==> src/rtl/core/mse_pkg.sv <==
// Shared types, constants and helpers of the Mandelbrot smooth escape core.
`timescale 1ns / 1ps
package mse_pkg;

   localparam logic [2:0] CSR_CENTER_X     = 3'd0;
   localparam logic [2:0] CSR_CENTER_Y     = 3'd1;
   localparam logic [2:0] CSR_STEP_SIZE    = 3'd2;
   localparam logic [2:0] CSR_IMAGE_WIDTH  = 3'd3;
   localparam logic [2:0] CSR_IMAGE_HEIGHT = 3'd4;

   localparam logic [63:0] FOUR_Q56   = 64'h0400_0000_0000_0000;
   localparam logic [21:0] LOG_OFF_56 = 22'(56 << 16);
   localparam logic [21:0] LOG_OFF_16 = 22'(16 << 16);

   typedef struct packed {
      logic signed [31:0] cr;
      logic signed [31:0] ci;
   } point_type;

   typedef struct packed {
      logic full;
      logic empty;
   } fifo_status_type;

   typedef enum logic [1:0] {
      FRONT_IDLE,
      FRONT_MUL,
      FRONT_PUSH
   } front_state_type;

   typedef enum logic [3:0] {
      BACK_IDLE,
      BACK_MUL,
      BACK_ADD,
      BACK_NORM,
      BACK_SQ,
      BACK_SQF,
      BACK_FIX,
      BACK_DIV,
      BACK_OUT
   } back_state_type;

   function automatic logic signed [31:0] sat_q428(input logic signed [47:0] v);
      logic signed [31:0] r;
      if (v > 48'sh0000_7FFF_FFFF) begin
         r = 32'sh7FFF_FFFF;
      end else if (v < -48'sh0000_8000_0000) begin
         r = -32'sh8000_0000;
      end else begin
         r = v[31:0];
      end
      return r;
   endfunction

endpackage

==> src/rtl/core/mse_fifo.sv <==
// Two-entry queue of mapped points between the front end and the iteration engine.
`timescale 1ns / 1ps
module mse_fifo (
   input  logic                     clock,
   input  logic                     reset,
   input  logic                     push,
   input  mse_pkg::point_type       push_point,
   input  logic                     pop,
   output mse_pkg::point_type       pop_point,
   output mse_pkg::fifo_status_type status
);

   mse_pkg::point_type entry_ff [2];
   logic       wr_ff, wr_in, rd_ff, rd_in;
   logic [1:0] count_ff, count_in;

   always_ff @(posedge clock) begin
      if (reset) begin
         wr_ff    <= 1'b0;
         rd_ff    <= 1'b0;
         count_ff <= 2'd0;
      end else begin
         wr_ff    <= wr_in;
         rd_ff    <= rd_in;
         count_ff <= count_in;
      end
      if (push) begin
         entry_ff[wr_ff] <= push_point;
      end
   end

   always_comb begin
      wr_in    = push ? ~wr_ff : wr_ff;
      rd_in    = pop ? ~rd_ff : rd_ff;
      count_in = count_ff + 2'(push) - 2'(pop);
      pop_point    = entry_ff[rd_ff];
      status.full  = (count_ff == 2'd2);
      status.empty = (count_ff == 2'd0);
   end

endmodule

==> config.mk <==
export PLATFORM = sky130hd
export DESIGN_NAME = mse_fifo
export DESIGN_NICKNAME = d
export VERILOG_FILES = /design/src/rtl/core/mse_pkg.sv /design/src/rtl/core/mse_fifo.sv
export SDC_FILE = /design/constraint.sdc
export NUM_CORES = 1
export LEC_CHECK = 0
export ABC_AREA = 0
export BUFFER_PORTS_ARGS = -buffer_cell sky130_fd_sc_hd__buf_4
export CAP_MARGIN = 20
export CORE_ASPECT_RATIO = 0.5
export CORE_MARGIN = 2
export CORE_UTILIZATION = 27
export CTS_CLUSTER_SIZE = 14
export DETAILED_ROUTE_END_ITERATION = 7
export SYNTH_ARGS = -nofsm -noshare
export SYNTH_HDL_FRONTEND = slang
export SYNTH_SLANG_ARGS = --single-unit
==> constraint.sdc <==
create_clock -name clock -period 11.35 [get_ports clock]
set_input_delay 0.5675 -clock clock [delete_from_list [all_inputs] [get_ports clock]]
set_output_delay 0.5675 -clock clock [all_outputs]
set_load 0.01 [all_outputs]
==> run_results.csv <==
group,metric,value,unit
layout,area_growth,34.29,%
sta,fin_skew,0.006035,ns
placed_design,port_buffers,133,
route,vias_per_cell,3.800,
sta,tightest_slew,0.8807,ns
synth,ys_top_cells_by_area,"edfxtp_1, mux2_4, buf_12",
worst_setup_path,path_cells,"buf_4 -> mux2_2 -> buf_4",
sta,max_freq,344.8,MHz
route,vias,2432,
cts,cts_tree,"done",
worst_hold_path,min_to,"entry_ff[1][40]",
worst_setup_path,path_common_cell,"buf_4",
grt,grt_pass1_vias,2517,
sta,fin_setup_tns,0,ns
placed_design,place.gp.congestion,0.7000,
sta,period_share,25.55,%
synth,synthesis.nets,290,
floorplan,initial_utilization,27.73,%
layout,drive_above_1_share,61.15,%
worst_setup_path,crit_required,10.78,ns
synth,synth.distinct_cells,13,
worst_hold_path,hold_class,"input port to flop",
grt,grt_pass1_wl,14110,µm
synth,ys_seq_elements,133,
sta,grt_setup_unrepaired,"false",
route,postRouteAntennaNets,0,
cts,numCtsBuffers,17,
worst_setup_path,path_max_fanout,34,
sta,slew_headroom,41.28,%
cts,clk-insertion-delay-late,0.41,ns
route,finalWirelength,9621,µm
sta,hold_viol,0,
floorplan,die_y,101.5,µm
layout,utilization,37.24,%
synth,syn_inst,220,
grt,grtUsageTotal,9.765,%
floorplan,io_pins,134,
layout,nets,438,
grt,antenna_found_initial,0,
cts,clock-root-buffer,"clkbuf_16",
cts,cts_resized,0,
worst_setup_path,reg2reg_to,"entry_ff[1][62]",
route,firstDrtPassIters,4,
layout,diodes,0,
worst_setup_path,crit_type,"flop to output pin",
worst_setup_path,r2r_setup_slack,9.71,ns
worst_setup_path,slowest_stage,"dfxtp_4",
worst_setup_path,rr_startpoint,"wr_ff",
worst_setup_path,cpPeakStageDelay,0.71,ns
sta,finalSetupViolCount,0,
synth,yosysSeqAreaShare,76.77,%
pwr,ir_drop,81.86,µV
layout,final_area,0.006899,mm²
synth,syn_area,0.005137,mm²
sta,drv_slew,0,
outcome,outcome,"finished, final reports clean",
route,drc,0,
worst_hold_path,holdPathStages,1,
synth,yosys.area.top_type,"edfxtp_1",
grt,grt_max_degree,65,
floorplan,dieArea,0.02021,mm²
worst_setup_path,r2r_cells,2,
cts,htreeDepth,4,
worst_hold_path,worstHoldStart,"push_point[40]",
flow_run,maxCapViolations,0,
route,avgRoutedWirePerCell,15.03,µm
worst_setup_path,cp.arrival,2.33,ns
floorplan,core,0.01852,mm²
synth,yosysTopAreaCellShare,74.82,%
placed_design,pre_cts_slack,8.821,ns
floorplan,chipWidth,199.1,µm
cts,ctsHoldBuffers,0,
route,drt_iter0_markers,121,
cts,clock_sinks,133,
cts,path_clk_slew,0.06,ns
sta,setup_slack,8.450,ns
worst_setup_path,critPathCaptureType,"output pin",
pwr,power,1.229,mW
worst_setup_path,cp-start-kind,"flop",
synth,postSynthAreaPerCell,23.35,µm²
placed_design,dp_hpwl,6365,µm
sta,period_needed,2.900,ns
pwr,power_leakage,2.682,nW
cts,cts_setup_buffers,0,
pwr,powerDensity,178.2,mW/mm²
placed_design,place_area,0.006364,mm²
cts,clockBufferDepth,2,
grt,grt_overflow,0,
floorplan,rows,35,
synth,ys.warnings.count,0,
==> cells in the final DEF, fill, tap and decap left out, types with 3 or more instances in the layout <==
| master | instances |
|---|---|
| buf_4 | 136 |
| edfxtp_1 | 128 |
| mux2_4 | 60 |
| clkbuf_16 | 17 |
| nor2_1 | 5 |
| clkinv_4 | 5 |
| mux2_2 | 4 |
| dfxtp_1 | 4 |
| clkinvlp_4 | 3 |
| inv_6 | 3 |
==> cell type report <==
cell class / count / area [µm²]
Clock inverter: 14 / 106.4
Sequential cell: 133 / 3948
Fill cell: 1729 / 11620
Tap cell: 259 / 324.1
Multi-Input combinational cell: 78 / 1064
Timing Repair Buffer: 136 / 1021
Clock buffer: 18 / 429.2
Inverter: 2 / 7.507
==> sequential cells by signal, summed over array words and instances, names as in the netlist, named ones only <==
| signal | cells |
|---|---|
| wr_ff | 1 |
| count_ff | 2 |
| rd_ff | 1 |
| entry_ff | 128 |
==> stage by stage <==
stage | hold slack [ns] | std cells
global route | 0.3110 | 640
global placement | 0.4990 | 608
detailed placement | 0.5085 | 608
finish | 0.3358 | 640
CTS | 0.3187 | 640
floorplan | 0.4799 | 220
==> how the worst max path moves through the flow <==
stage | start | to | slack, ns | depth (start not counted)
after floorplan | push | entry_ff[0][0] | 7.47 | 1
after global placement | flop | pop_point[2] | 8.83 | 3
after detailed placement | flop | pop_point[1] | 8.82 | 3
after CTS | flop | pop_point[1] | 8.38 | 3
after global routing | flop | pop_point[1] | 8.31 | 3
final | flop | pop_point[1] | 8.45 | 3
==> cells in the mapped netlist <==
| cell | count |
|---|---|
| and2_1 | 1 |
| buf_12 | 6 |
| buf_6 | 1 |
| dfxtp_1 | 5 |
| edfxtp_1 | 128 |
| ha_1 | 2 |
| inv_1 | 2 |
| mux2_2 | 4 |
| mux2_4 | 60 |
| nor2_1 | 5 |
| nor2b_1 | 3 |
| xnor2_1 | 2 |
| xnor3_1 | 1 |
==> worst max-delay path: cells and delay by family (launching register included) <==
| kind | cells | cell delay, ns |
|---|---|---|
| buf+inv | 2 | 0.78 |
| mux | 1 | 0.41 |
| flops | 1 | 0.71 |
==> per-layer routing <==
layer	track usage [%]	up-vias	routed length, µm
met5	0	-	0
met4	5.798	0	252
met3	3.363	17	399
met2	17.53	42	5343
met1	10.06	1211	3626
li1	-	1162	-
==> where the power goes <==
group          internal (mW)  switching (mW)
logic                 0.0922          0.0633
clock network          0.280           0.206
registers              0.574          0.0140
total                  0.946           0.283
==> cell families after synthesis <==
group / share of synthesized area [%]
flops: 76.77
mux: 18.41
buf+inv: 2.703
simple gates: 0.8526
xor+xnor: 0.7794
fa+ha+maj: 0.4870
(Power assumes the default switching activity.)
