[src/rtl/core/mse_pkg.sv]
// Shared types, constants and helpers of the Mandelbrot smooth escape core.
`timescale 1ns / 1ps
package mse_pkg;

   localparam logic [2:0] CSR_CENTER_X     = 3'd0;
   localparam logic [2:0] CSR_CENTER_Y     = 3'd1;
   localparam logic [2:0] CSR_STEP_SIZE    = 3'd2;
   localparam logic [2:0] CSR_IMAGE_WIDTH  = 3'd3;
   localparam logic [2:0] CSR_IMAGE_HEIGHT = 3'd4;

   localparam logic [63:0] FOUR_Q56   = 64'h0400_0000_0000_0000;
   localparam logic [21:0] LOG_OFF_56 = 22'(56 << 16);
   localparam logic [21:0] LOG_OFF_16 = 22'(16 << 16);

   typedef struct packed {
      logic signed [31:0] cr;
      logic signed [31:0] ci;
   } point_type;

   typedef struct packed {
      logic full;
      logic empty;
   } fifo_status_type;

   typedef enum logic [1:0] {
      FRONT_IDLE,
      FRONT_MUL,
      FRONT_PUSH
   } front_state_type;

   typedef enum logic [3:0] {
      BACK_IDLE,
      BACK_MUL,
      BACK_ADD,
      BACK_NORM,
      BACK_SQ,
      BACK_SQF,
      BACK_FIX,
      BACK_DIV,
      BACK_OUT
   } back_state_type;

   function automatic logic signed [31:0] sat_q428(input logic signed [47:0] v);
      logic signed [31:0] r;
      if (v > 48'sh0000_7FFF_FFFF) begin
         r = 32'sh7FFF_FFFF;
      end else if (v < -48'sh0000_8000_0000) begin
         r = -32'sh8000_0000;
      end else begin
         r = v[31:0];
      end
      return r;
   endfunction

endpackage

[src/rtl/core/mse_front.sv]
// Front end: accepts a pixel beat and maps it to the point c on the complex plane.
`timescale 1ns / 1ps
module mse_front (
   input  logic                    clock,
   input  logic                    reset,
   input  logic                    req_valid,
   output logic                    req_stall,
   input  logic [11:0]             req_pixel_x,
   input  logic [11:0]             req_pixel_y,
   input  logic signed [31:0]      center_x,
   input  logic signed [31:0]      center_y,
   input  logic [30:0]             step_size,
   input  logic [12:0]             image_width,
   input  logic [12:0]             image_height,
   input  mse_pkg::fifo_status_type fifo_status,
   output logic                    push,
   output mse_pkg::point_type      push_point
);

   mse_pkg::front_state_type state_ff, state_in;
   logic [11:0]        px_ff, px_in, py_ff, py_in;
   logic signed [44:0] prx_ff, prx_in, pry_ff, pry_in;
   logic signed [13:0] dx, dy;

   always_ff @(posedge clock) begin
      if (reset) begin
         state_ff <= mse_pkg::FRONT_IDLE;
      end else begin
         state_ff <= state_in;
      end
      px_ff  <= px_in;
      py_ff  <= py_in;
      prx_ff <= prx_in;
      pry_ff <= pry_in;
   end

   always_comb begin
      state_in  = state_ff;
      px_in     = px_ff;
      py_in     = py_ff;
      prx_in    = prx_ff;
      pry_in    = pry_ff;
      push      = 1'b0;
      req_stall = (state_ff != mse_pkg::FRONT_IDLE);
      dx = $signed({2'b00, px_ff}) - $signed({2'b00, image_width[12:1]});
      dy = $signed({2'b00, py_ff}) - $signed({2'b00, image_height[12:1]});
      push_point.cr = mse_pkg::sat_q428(48'(center_x) + 48'(prx_ff));
      push_point.ci = mse_pkg::sat_q428(48'(center_y) + 48'(pry_ff));
      unique case (state_ff)
         mse_pkg::FRONT_IDLE: begin
            if (req_valid) begin
               px_in    = req_pixel_x;
               py_in    = req_pixel_y;
               state_in = mse_pkg::FRONT_MUL;
            end
         end
         mse_pkg::FRONT_MUL: begin
            prx_in   = 45'($signed({1'b0, step_size})) * 45'(dx);
            pry_in   = 45'($signed({1'b0, step_size})) * 45'(dy);
            state_in = mse_pkg::FRONT_PUSH;
         end
         mse_pkg::FRONT_PUSH: begin
            if (!fifo_status.full) begin
               push     = 1'b1;
               state_in = mse_pkg::FRONT_IDLE;
            end
         end
         default: state_in = mse_pkg::FRONT_IDLE;
      endcase
   end

endmodule

[config.mk]
export PLATFORM = sky130hd
export DESIGN_NAME = mse_front
export DESIGN_NICKNAME = d
export VERILOG_FILES = /design/src/rtl/core/mse_pkg.sv /design/src/rtl/core/mse_front.sv
export SDC_FILE = /design/constraint.sdc
export NUM_CORES = 2
export LEC_CHECK = 0
export BUFFER_PORTS_ARGS = -buffer_cell sky130_fd_sc_hd__buf_2
export CORE_ASPECT_RATIO = 1.1
export CORE_MARGIN = 2
export CORE_UTILIZATION = 55
export DETAILED_ROUTE_END_ITERATION = 10
export PLACE_DENSITY = 0.75
export SLEW_MARGIN = 15
export SYNTH_ARGS = -nofsm -noshare
export SYNTH_HDL_FRONTEND = slang
export SYNTH_SLANG_ARGS = --single-unit
[constraint.sdc]
create_clock -name clock -period 12.7 [get_ports clock]
set_input_delay 2.54 -clock clock [delete_from_list [all_inputs] [get_ports clock]]
set_output_delay 2.54 -clock clock [all_outputs]
set_load 0.05 [all_outputs]
==> summary.md <==
| Metric | Value |
|---|---|
| Outcome | `finished, final reports clean` |
| CTS buffer count | `17` |
| Fin Hold WS | `586 ps` |
| # Max-Cap Violations | `0` |
| First-pass GRT wire length | `140 mm` |
| Sequential element share of the synthesized area | `9.81%` |
| Post-route cell area | `37600 um^2` |
| Placer Congestion | `0.880` |
| Worst R2R Start | `px_ff[0]$_DFFE_PP_` |
| Layout Skew | `9.48 ps` |
| Io pins | `216` |
| # nets final | `5108` |
| Place WS | `787 ps` |
| Final Max Slew Viols | `0` |
| Most frequent CP cell | `fa_1` |
| Synth cell count leaders | `fa_1 (642), inv_1 (557), nand2_1 (533), ha_1 (380), clkbuf_1 (169)` |
| DRC viols | `0` |
| Core Rows | `97` |
| Max-slew headroom at the worst pin | `27.0%` |
| Worst slew pin tran | `1090 ps` |
| Min-delay worst type | `reg -> reg` |
| Arrival time at the worst endpoint | `11880 ps` |
| Final setup TNS | `0 ps` |
| Multi-input logic area | `29000 um^2` |
| Async S/R FF share, synth | `0%` |
| Root buffer cell | `clkbuf_16` |
| Setup crit start kind | `primary input` |
| Post-Syn Area | `35300 um^2` |
| First-pass DRT Iterations | `5` |
| Post-CTS Resized | `0` |
| Critical Path Sink Type | `flop` |
| Max Fclk | `85.8 MHz` |
| TritonCTS clock tree | `built` |
| Largest net degree at the start of global routing | `47` |
| Worst EP required | `12920 ps` |
| Die ar. | `66200 um^2` |
| Top-count cell post-synth | `fa_1` |
| Worst R2R Path Depth | `34` |
| RSZ-0062 raised after global routing | `false` |
| Storage cell area | `3460 um^2` |
| Post-CTS Hold Buffers | `0` |
| Post-DR wirelength/cell | `17.4 um` |
| Die Wd | `246 um` |
| WS Path Type | `in -> reg` |
| Via count of the first global-routing pass | `28900` |
| Syn Nets | `5029` |
| CP max stage delay | `550 ps` |
| Post-synth EDFFs | `114` |
| Initial antenna violation count | `7` |
| GRT overflow | `0` |
| Fin crit share | `91.8%` |
| Post-route minimum period | `11660 ps` |
| Placed Area | `37000 um^2` |
| Final hold vios | `0` |
| Worst Hold Path Cells | `2` |
| Slowest stage cell, crit path | `nor2_1` |
| Buffer count from post-CTS setup fixing | `0` |
| Worst-path fanout max | `5` |
| Maximum clock path buffer count | `2` |
| Cell taking the most area after synthesis | `fa_1` |
| Synthesized instance count | `3857` |
| Final worst slack | `1040 ps` |
| H-tree Lvls | `4` |
| Clk slew on worst S/H paths | `60 ps` |
| Worst-Skew Late Latency | `480 ps` |
| Cell variety after synth | `86` |
| Worst hold path startpoint | `state_ff[0]$_SDFFE_PP0P_` |
| Ys Warns | `0` |
| DR vias | `27400` |
| Synthesis-to-finish area growth | `6.46%` |
| Main synth FF type | `edfxtp_1` |
| I/O Buffers | `212` |
| Gr usage total | `26.3%` |
| WL final | `83.6 mm` |
| Setup crit start | `image_width[1]` |
| Synth Register Bits | `116` |
| DP HPWL | `66.0 mm` |
| Yosys top cell area share | `36.4%` |
| Final Setup Violations | `0` |
| Syn Area/Cell | `9.15 um^2` |
| Filler instances | `5582` |
| Starting Density | `55.5%` |
| Post-route ant nets | `0` |
| Layout cell share with drive strength beyond 1 | `9.32%` |
| Area contributors post-synth | `fa_1 (36%), ha_1 (13%), edfxtp_1 (9.7%), inv_1 (5.9%), nand2_1 (5.7%)` |
| Die height | `270 um` |
| Floorplan core area | `63600 um^2` |
| Routed vias/inst | `5.73` |
| DRT iter0 DRCs | `1869` |
| # clock sinks | `116` |
==> per-layer routing <==
layer  vias up  part of all wire (%)  track usage (%)
met3       177                   6.8             6.01
met5         -                 0.068                0
met1     13800                    41             32.9
li1      12600                     -                -
met4        10                   2.7             9.06
met2       827                    50             44.8
==> state kept, by name, indices dropped and copies added, names as in the netlist <==
name,count
px_ff,12
prx_ff,45
py_ff,12
state_ff,2
pry_ff,45
==> worst paths after layout <==
kind	to	slack [ps]
min	state_ff[0]$_SDFFE_PP0P_	590
min reg2reg	state_ff[0]$_SDFFE_PP0P_	590
max	prx_ff[41]$_DFFE_PN_	1040
max reg2reg	prx_ff[41]$_DFFE_PN_	2860
==> logic make-up (layout without fill, tap and decap cells) <==
family / Yosys count / after routing / share of synthesized area, %
and+or+nand+nor: 1207 / 1207 / 16.7
adders and majority gates: 1022 / 1022 / 49.9
buffers and inverters: 748 / 840 / 8.23
AOI/OAI and AO/OA: 607 / 607 / 11.5
xor gates and xnor gates: 157 / 157 / 3.90
DFF: 116 / 116 / 9.81
other: 0 / 3 / 0
==> final cells by class <==
cell class                      count  area share, %
Timing Repair Buffer              251           3.65
Antenna cell                        3         0.0200
Sequential cell                   116           9.22
Clock inverter                     14          0.413
Tap cell                          841           2.80
Inverter                          557           5.57
Clock buffer                       18           1.14
Multi-Input combinational cell   2993           77.2
==> worst max-delay path, delay by kind of cell <==
| family | cells | cell delay (ps) |
|---|---|---|
| buf+inv | 4 | 250 |
| simple gates | 5 | 1230 |
| xor+xnor | 1 | 80 |
| fa+ha+maj | 9 | 3920 |
| compound gates | 15 | 3850 |
==> cells in the final DEF (no fill, tap or decap), types with 32 or more instances in the layout <==
cell and instances:
a21o_1 97, a21oi_1 160, and2_1 136, and3_1 65, buf_2 212, buf_4 37, edfxtp_1 114, fa_1 642
ha_1 380, inv_1 557, nand2_1 533, nand2b_1 76, nand3_1 43, nor2_1 87, nor2b_1 90, nor3_1 69
o21ai_0 81, o21ai_1 43, o21ai_2 32, xnor2_1 87, xor2_1 66
==> per-stage QoR <==
step | instances | util (%)
4_1_cts | 4789 | 59.0
3_3_place_gp | 4757 | 58.1
2_1_floorplan | 3857 | -
3_5_place_dp | 4757 | 58.1
5_1_grt | 4792 | 59.1
6_report | 4793 | 59.1
Power is left out: the tool's default activity adds up to more than one toggle a clock period on the data nets, which glitch-free logic cannot reach.
